### src/rtl/quintic_trajectory_generator_core_assert.svh
// Assertion macros shared by the trajectory generator RTL.
`ifndef QUINTIC_TRAJECTORY_GENERATOR_CORE_ASSERT_SVH
`define QUINTIC_TRAJECTORY_GENERATOR_CORE_ASSERT_SVH
`ifndef SYNTHESIS
// Antecedent implies consequent in the same cycle.
`define QTG_ASSERT_NOW(label, ante, cons) \
    label: assert property (@(posedge aclk) disable iff (!aresetn) (ante) |-> (cons)) \
        else $error("qtg: same-cycle check failed");
// Antecedent implies consequent in the next cycle.
`define QTG_ASSERT_NEXT(label, ante, cons) \
    label: assert property (@(posedge aclk) disable iff (!aresetn) (ante) |=> (cons)) \
        else $error("qtg: next-cycle check failed");
`else
`define QTG_ASSERT_NOW(label, ante, cons)
`define QTG_ASSERT_NEXT(label, ante, cons)
`endif
`endif

### src/rtl/qtg_pkg.sv
package qtg_pkg;

    // Fixed geometry of the generator.
    localparam int AXES      = 3;
    localparam int POS_W     = 32;
    localparam int AX_W      = 2;
    localparam int CFG_IDX_W = 3;
    localparam int MS_W      = 16;

    // Shared arithmetic units.
    localparam int DIV_W  = 46;
    localparam int MUL_W  = 34;
    localparam int PROD_W = 2 * MUL_W;

    // Duration limits and reset value in milliseconds.
    localparam logic [MS_W-1:0] MIN_MS    = 16'd50;
    localparam logic [MS_W-1:0] MAX_MS    = 16'd60000;
    localparam logic [MS_W-1:0] DUR_RESET = 16'd1000;

    // Request codes.
    localparam logic [1:0] REQ_TICK      = 2'd0;
    localparam logic [1:0] REQ_START_ABS = 2'd1;
    localparam logic [1:0] REQ_START_REL = 2'd2;
    localparam logic [1:0] REQ_CLEAR     = 2'd3;

endpackage

### src/rtl/qtg_div.sv
// Restoring divider: one quotient bit per cycle.
module qtg_div import qtg_pkg::*; (
    input  logic             aclk,
    input  logic             aresetn,
    input  logic             start,
    input  logic [DIV_W-1:0] dividend,
    input  logic [MS_W-1:0]  divisor,
    output logic             done,
    output logic [DIV_W-1:0] quotient
);

    localparam int CNT_W = $clog2(DIV_W);

    logic [DIV_W-1:0] quo_reg, quo_next;
    logic [MS_W-1:0]  rem_reg, rem_next;
    logic [MS_W-1:0]  dvs_reg, dvs_next;
    logic [CNT_W-1:0] cnt_reg, cnt_next;
    logic             busy_reg, busy_next;
    logic             done_reg, done_next;
    logic [MS_W:0]    rem_shift;
    logic [MS_W:0]    rem_diff;
    logic             fits;

    // One trial subtraction per cycle.
    always_comb begin
        rem_shift = {rem_reg, quo_reg[DIV_W-1]};
        rem_diff  = rem_shift - {1'b0, dvs_reg};
        fits      = (rem_shift >= {1'b0, dvs_reg});
        quo_next  = quo_reg;
        rem_next  = rem_reg;
        dvs_next  = dvs_reg;
        cnt_next  = cnt_reg;
        busy_next = busy_reg;
        done_next = 1'b0;
        if (start) begin
            quo_next  = dividend;
            rem_next  = '0;
            dvs_next  = divisor;
            cnt_next  = CNT_W'(DIV_W - 1);
            busy_next = 1'b1;
        end else if (busy_reg) begin
            quo_next = {quo_reg[DIV_W-2:0], fits};
            rem_next = fits ? rem_diff[MS_W-1:0] : rem_shift[MS_W-1:0];
            cnt_next = cnt_reg - 1'b1;
            if (cnt_reg == '0) begin
                busy_next = 1'b0;
                done_next = 1'b1;
            end
        end
    end

    always_ff @(posedge aclk) begin
        if (!aresetn) begin
            busy_reg <= 1'b0;
            done_reg <= 1'b0;
        end else begin
            busy_reg <= busy_next;
            done_reg <= done_next;
        end
        quo_reg <= quo_next;
        rem_reg <= rem_next;
        dvs_reg <= dvs_next;
        cnt_reg <= cnt_next;
    end

    assign done     = done_reg;
    assign quotient = quo_reg;

endmodule

### config.mk
export PLATFORM = sky130hd
export DESIGN_NAME = qtg_div
export DESIGN_NICKNAME = d
export VERILOG_FILES = /design/src/rtl/quintic_trajectory_generator_core_assert.svh /design/src/rtl/qtg_pkg.sv /design/src/rtl/qtg_div.sv
export SDC_FILE = /design/constraint.sdc
export NUM_CORES = 1
export LEC_CHECK = 0
export BUFFER_PORTS_ARGS = -buffer_cell sky130_fd_sc_hd__buf_4
export CORE_MARGIN = 3
export CORE_UTILIZATION = 53
export DETAILED_ROUTE_END_ITERATION = 10
export HOLD_SLACK_MARGIN = 0.06
export PLACE_DENSITY = 0.88
export SLEW_MARGIN = 30
export SYNTH_ARGS = -nofsm -noshare
export SYNTH_HDL_FRONTEND = slang
export SYNTH_SLANG_ARGS = --single-unit
### constraint.sdc
create_clock -name aclk -period 2.9 [get_ports aclk]
set_input_delay 0.29 -clock aclk [delete_from_list [all_inputs] [get_ports aclk]]
set_output_delay 0.29 -clock aclk [all_outputs]
set_load 0.005 [all_outputs]
# Word-level counts from Yosys, hierarchy flattened
# Index checks and enable logic that the tools add are counted.
dict set report totals {
  ff_bits 86
  out_inout_bits 47
  word_cells 21
  input_bits 65
}
dict set report classes {
  order_cmp 1
  reduce_logical 3
  n_mux 7
  n_bitwise 2
  n_addsub 2
}
# op n
set op_table {}
lappend op_table {{$mux W46} 2}
lappend op_table {{$ge A17 B16 Y1} 1}
lappend op_table {{$mux W16} 1}
lappend op_table {{$sub A16 B16 Y16} 1}
lappend op_table {{$logic_not A6 Y1} 1}
lappend op_table {{$sub A6 B1 Y6 const B} 1}
lappend op_table {{$mux W1} 4}
lappend op_table {{$reduce_or A3 Y1} 1}
lappend op_table {{$not A1 Y1} 2}
lappend op_table {{$reduce_bool A2 Y1} 1}

# Longest topological paths before layout
# Gate-level depths: netlist of run 1.
dict set report depth {
  depth_word 4
  ltp_mapped 11
  mapped_depth_nobuf 10
}

# Worst setup path before layout of run 1
# Ideal clock, no wire load.
dict set report synth_timing {
  path_type {register to register}
  from {reg busy_reg}
  to {reg quo_reg[0] (netlist: quotient[0]) (enable)}
  arrival_ns 1.748
  n_path_buf 2
  setup_slack_ns 0.752
  path_stages_with_launch 5
  setup_time_ns 0.400
  path_cell_list {dfxtp_1 clkbuf_1 nor2_1 clkbuf_1 inv_1}
}
dict set report synth_between {
  elab_chain_len 1
}
# item line
set synth_lines {}
lappend synth_lines {{start: declaration} qtg_div.sv:18} ;# logic busy_reg, busy_next;
lappend synth_lines {{start signal: assignment} qtg_div.sv:57} ;# busy_reg <= busy_next;
lappend synth_lines {{$reduce_bool A2 Y1 (no line)} -}
lappend synth_lines {{end signal: assignment} qtg_div.sv:60} ;# quo_reg <= quo_next;
lappend synth_lines {{end: declaration} qtg_div.sv:14} ;# logic [DIV_W-1:0] quo_reg, quo_next;
# No other way between the ends.
# A chain may end at the register's enable or synchronous reset.

# Worst setup path in the final report of run 1
dict set report layout_timing {
  from {reg rem_reg[13]}
  to {reg rem_reg[10]}
}
dict set report layout_between {
  elab_chain_len 2
}
# item line
set layout_lines {}
lappend layout_lines {{start: declaration} qtg_div.sv:15} ;# logic [MS_W-1:0] rem_reg, rem_next;
lappend layout_lines {{start signal: assignment} qtg_div.sv:61} ;# rem_reg <= rem_next;
lappend layout_lines {{$ge A17 B16 Y1} qtg_div.sv:28} ;# fits = (rem_shift >= {1'b0, dvs_reg});
lappend layout_lines {{$mux W16} qtg_div.sv:43} ;# rem_next = fits ? rem_diff[MS_W-1:0] : rem_shift[MS_W-1:0];
# No other way between the ends.

==> flow_summary.yaml, run 1 <==
run_status:
  status: "finished, final reports clean"
power_and_ir_drop:
  powerDensity_nw_per_um2: 514
  p_leak_nw: 2.32
  ir_drop_uv: 304
worst_setup_path:
  reg2reg_from: "rem_reg[13]$_SDFFE_PP0P_"
  arrival_ps: 2730
  cpPeakStageDelay_ps: 570
  crit_cells: 7
  critPathBufInv: 0
  end_kind: "register"
  startpoint: "rem_reg[13]$_SDFFE_PP0P_"
  cp-endpoint: "rem_reg[10]$_SDFFE_PP0P_"
  rr_worst_depth: 7
  required_ps: 3140
  cp_max_fo: 25
  ff2ff_setup_slack_ps: 410
  cpMaxStageDelayCell: "o21ai_4"
  reg2reg_to: "rem_reg[10]$_SDFFE_PP0P_"
  crit_type: "register to register"
  cp_cell_sequence: "ha_1 > a21o_1 > a211oi_1 > nand2_1 > o21ai_4 > nor3_1 > a211o_1"
  start_kind: "register"
  path_delay_family: "compound AO/OA/AOI/OAI gates"
finish:
  syn2layout_area_growth_pct: 25.9
  largest_reg_flops: 46
  n_antenna_cell: 0
  drive_gt1_frac: 0.392
  post-route-util: 0.692
  fill_cells: 553
  fin_area_um2: 5380
  fin_nets: 546
floorplan:
  fp-row-count: 32
  io_pins: 112
  start_util: 0.550
  fp.coreArea_um2: 7770
  dieHeight_um: 95.8
  die_w_um: 95.8
  dieArea_um2: 9170
logic_synthesis:
  synth.most_common_cell: "edfxtp_1"
  synth_nets: 433
  synth_mux_area_frac: 0.128
  synth_largest_area_cell: "edfxtp_1"
  yosys-top-cells-count: "edfxtp_1, mux2_2, nand2_1"
  synth_top_cell_area_share: 0.436
  ys_ff_latch: 86
  synth-simple-area-share: 0.0940
  yosys.area_share.xor_xnor: 0.0349
  ys_seq_area_frac: 0.548
  syn-cell-area_um2: 4270
  synthDistinctLibCells: 46
  synth.area.top_cells: "edfxtp_1, mux2_2, dfxtp_1, ha_1, xnor2_1"
  synth_top_family_by_area: "multiplexers"
  synthCells: 349
  avgSynthCellArea_um2: 12.2
  async_reset_ff_frac: 0
  synth_flop_cell: "edfxtp_1"
  synth_edf_count: 62
  synth_fa_ha_area_frac: 0.0574
  synth-compound-area-share: 0.104
  yosysWarnings: 0
drt:
  vias: 3130
  wire_per_inst_um: 16.4
  drc: 0
  drt-total-wl_mm: 9.35
  drtIter0Drc: 147
  detail-route-antenna-nets: 0
  via_per_inst: 5.50
  drt-pass1-iter-count: 4
timing:
  setup_ws_ps: 409
  worst_slew_pin_slew_ps: 697
  drv_slew: 0
  post-route-period-util: 0.859
  relSlewSlack: 0.534
  tns_ps: 0
  fmax_ghz: 0.401
  finalCriticalPeriod_ps: 2490
  rsz0062_at_grt: "no"
  hold_viol: 0
  fin_skew_ps: 11.9
  finalSetupViolCount: 0
clock_tree:
  htreeDepth: 3
  cts.clk_slew.worst_paths_ps: 90
  clock_latency_ps: 360
  cts_sinks: 86
  cts_resized: 0
  cts_buffers: 9
  cts_hold_buf: 0
  clockBufferDepth: 2
  tritoncts: "built"
  clock-root-buffer: "clkbuf_8"
  post_cts_buffers: 0
global_routing:
  antenna_found_initial: 0
  grt_usage: 0.210
  grt-ovfl-total: 0
  grt_pass1_wl_mm: 14.7
  grt_max_degree: 47
  grt_pass1_vias: 3140
placed_design:
  dp_slack_ps: 441
  gp_congestion: 0.934
  io_buffers: 111
  placed_area_um2: 5200
  hpwl_mm: 6.84
hold_path:
  hold_class: "input pin to register"
run:
  cap_violations: 0
==> cells by family (layout without fill, tap and decap cells) <==
group | Yosys count | count (layout)
and+or+nand+nor | 83 | 83
adders and majority gates | 19 | 19
AOI/OAI and AO/OA | 61 | 61
DFF | 86 | 86
xor gates and xnor gates | 17 | 17
muxes | 49 | 49
buffers and inverters | 34 | 152
==> final cells by class <==
class / count / area, um2 / share of cell area
Timing Repair Buffer: 116 / 871 / 0.162
Inverter: 20 / 75.1 / 0.0140
Sequential cell: 86 / 2340 / 0.436
Multi-Input combinational cell: 229 / 1790 / 0.332
Clock buffer: 9 / 124 / 0.0230
Clock inverter: 7 / 52.6 / 0.00977
Tap cell: 102 / 128 / 0.0237
==> power by group <==
| part | leakage [nW] | internal, W | total [W] | switching (W) |
|---|---|---|---|---|
| clock network | 0.0961 | 0.000322 | 0.000782 | 0.000460 |
| logic | 1.41 | 0.000271 | 0.000483 | 0.000212 |
| registers | 0.815 | 0.00144 | 0.00150 | 0.0000615 |
==> per-layer routing <==
metal,vias to the layer above,track usage,share of wire
li1,1504,-,-
met1,1494,0.237,0.40
met2,122,0.353,0.49
met3,10,0.109,0.10
met4,0,0.0521,0.0095
met5,-,0,0
==> worst min-delay path by stage <==
| stage | start | endpoint | slack (ps) | depth (start not counted) |
|---|---|---|---|---|
| floorplan | divisor[0] | dvs_reg[0]$_DFFE_PP_ | 390 | 0 |
| global placement | divisor[5] | dvs_reg[5]$_DFFE_PP_ | 470 | 1 |
| detailed placement | divisor[3] | dvs_reg[3]$_DFFE_PP_ | 470 | 1 |
| CTS | divisor[5] | dvs_reg[5]$_DFFE_PP_ | 80 | 1 |
| global route | divisor[5] | dvs_reg[5]$_DFFE_PP_ | 80 | 1 |
| finish | divisor[3] | dvs_reg[3]$_DFFE_PP_ | 100 | 1 |
==> through the flow <==
step | cells | total power, W | hold WS (ps)
after floorplan | 349 | 0.00177 | 389
after global placement | 553 | 0.00199 | 469
after detailed placement | 553 | 0.00201 | 469
after CTS | 569 | 0.00279 | 83.1
after global routing | 569 | 0.00289 | 76.5
final | 569 | 0.00276 | 102
==> cells in the final DEF, fill, tap and decap left out, types with 2 or more instances in the layout <==
master	n
clkinv_2	3
o311ai_1	2
a211oi_1	7
nand2b_1	9
o211ai_1	3
xor2_1	4
nor3_1	4
edfxtp_1	62
and3_1	4
inv_1	19
clkbuf_8	9
inv_6	3
nand3_1	7
dfxtp_1	24
a21o_1	5
o21ai_0	11
mux2_2	45
o21ai_1	2
nor2_1	20
buf_4	116
nor2b_1	4
nand4_1	2
nand2_1	26
ha_1	18
xnor2_1	13
a21oi_1	14
mux2i_1	4
a211o_1	2
a32oi_1	5
No activity file was read; power rests on OpenSTA's default activity.
==> inputs of run 2 (changes only) <==
--- a/config.mk
+++ b/config.mk
@@ -10,6 +10,7 @@
 export CORE_UTILIZATION = 53
 export DETAILED_ROUTE_END_ITERATION = 10
 export HOLD_SLACK_MARGIN = 0.06
+export MAX_ROUTING_LAYER = met4
 export PLACE_DENSITY = 0.88
 export SLEW_MARGIN = 30
 export SYNTH_ARGS = -nofsm -noshare
==> flow_summary.yaml, run 2 (synthesis results as in run 1) <==
run_status:
  status: "finished, final reports clean"
global_routing:
  grt_max_degree: 47
  grt_pass1_wl_mm: 14.7
  antenna_found_initial: 0
  grt_pass1_vias: 3144
  grt-ovfl-total: 0
  grt_usage: 0.217
hold_path:
  min_path_cells: 1
  hold_class: "input pin to register"
run:
  cap_violations: 0
clock_tree:
  clock_latency_ps: 360
  tritoncts: "built"
  cts_sinks: 86
  cts_hold_buf: 0
  htreeDepth: 3
  cts.clk_slew.worst_paths_ps: 100
  clock-root-buffer: "clkbuf_8"
  clockBufferDepth: 2
  cts_resized: 0
  cts_buffers: 9
  post_cts_buffers: 0
drt:
  highest_layer: "met4"
  met2_length_mm: 4.61
  wire_per_inst_um: 16.5
  drt-pass1-iter-count: 4
  via_per_inst: 5.46
  detail-route-antenna-nets: 0
  drc: 0
  m1WireLength_mm: 3.81
  drt-total-wl_mm: 9.38
  drtIter0Drc: 172
  vias: 3109
  wl_met3_um: 877
finish:
  drive_gt1_frac: 0.392
  fin_cells: 569
  n_antenna_cell: 0
  final_cell_mix: "buf_4, edfxtp_1, mux2_2, nand2_1, dfxtp_1"
  largest_reg_flops: 46
  multi_input_area_um2: 1790
  seq_area_um2: 2340
  syn2layout_area_growth_pct: 25.9
  final_common_cell: "buf_4"
  fin_nets: 546
  fill_cells: 553
placed_design:
  place_inst: 553
  io_buffers: 111
  hpwl_mm: 6.84
  gp_congestion: 0.951
worst_setup_path:
  ff2ff_setup_slack_ps: 420
  cpPeakStageDelay_ps: 570
  rr_worst_depth: 7
  arrival_ps: 2730
  cp_max_fo: 25
  cp_cell_sequence: "ha_1 > a21o_1 > a211oi_1 > nand2_1 > o21ai_4 > nor3_1 > a211o_1"
  start_kind: "register"
  required_ps: 3140
  end_kind: "register"
  crit_type: "register to register"
  cpMaxStageDelayCell: "o21ai_4"
power_and_ir_drop:
  p_comb_frac: 0.175
  power_w: 0.00276
  p_int_w: 0.00203
  ir_drop_uv: 304
  p_leak_nw: 2.32
  netSwitchingFraction: 0.265
  seq_power_share: 0.543
  switchingPower_w: 0.000733
  clock_power_share: 0.282
  powerDensity_nw_per_um2: 514
floorplan:
  fp-row-count: 32
  dieArea_um2: 9170
  die_w_um: 95.8
  io_pins: 112
  start_util: 0.550
  dieHeight_um: 95.8
  fp.coreArea_um2: 7770
timing:
  rsz0062_at_grt: "no"
  post-route-period-util: 0.856
  tns_ps: 0
  finalSetupViolCount: 0
  fin_skew_ps: 14.5
  hold_viol: 0
  finalCriticalPeriod_ps: 2480
  drv_slew: 0
  worst_slew_pin_slew_ps: 687
  relSlewSlack: 0.540
  fmax_ghz: 0.403
[run 2: cell counts in the layout (fill, tap and decap cells not counted)]
No cell type changed its count.
[run 2: layer usage]
layer	vias to the layer above	GRT usage
met2	128	0.352
li1	1504	-
met1	1469	0.250
met3	8	0.0915
met5	-	-
met4	0	0.0521
[run 2: final timing paths]
check                      startpoint                  endpoint
min reg2reg  rem_reg[15]$_SDFFE_PP0P_  rem_reg[15]$_SDFFE_PP0P_
min                        divisor[5]      dvs_reg[5]$_DFFE_PP_
max          rem_reg[13]$_SDFFE_PP0P_  rem_reg[10]$_SDFFE_PP0P_
max reg2reg  rem_reg[13]$_SDFFE_PP0P_  rem_reg[10]$_SDFFE_PP0P_
[run 2: stage by stage]
step	util	hold slack (ps)	instance area (um2)	setup WS (ps)
2_1_floorplan	-	389	4270	752
3_3_place_gp	0.670	469	5200	540
3_5_place_dp	0.670	469	5200	441
4_1_cts	0.692	83.1	5380	406
5_1_grt	0.692	76.6	5380	223
6_report	0.692	99.4	5380	417
[run 2: power groups by stage]
stage / logic (W) / clock network, W / registers [W]
3_5_place_dp: 0.000486 / 0 / 0.00152
6_report: 0.000484 / 0.000780 / 0.00150
4_1_cts: 0.000487 / 0.000801 / 0.00150
5_1_grt: 0.000531 / 0.000844 / 0.00151
2_1_floorplan: 0.000257 / 0 / 0.00151
3_3_place_gp: 0.000471 / 0 / 0.00152
[run 2: area by class of cell]
cell class,count,share of cell area
sequential,86,0.436
multi-input combinational,229,0.332
tap,102,0.0237
timing repair buffer,116,0.162
clock inverter,7,0.00977
clock buffer,9,0.0230
inverter,20,0.0140
[run 2: critical path: cells and delay by family (launching register included)]
family / cells / cell delay [ps]
compound gates: 4 / 1370
fa+ha+maj: 1 / 360
flops: 1 / 340
simple gates: 2 / 290
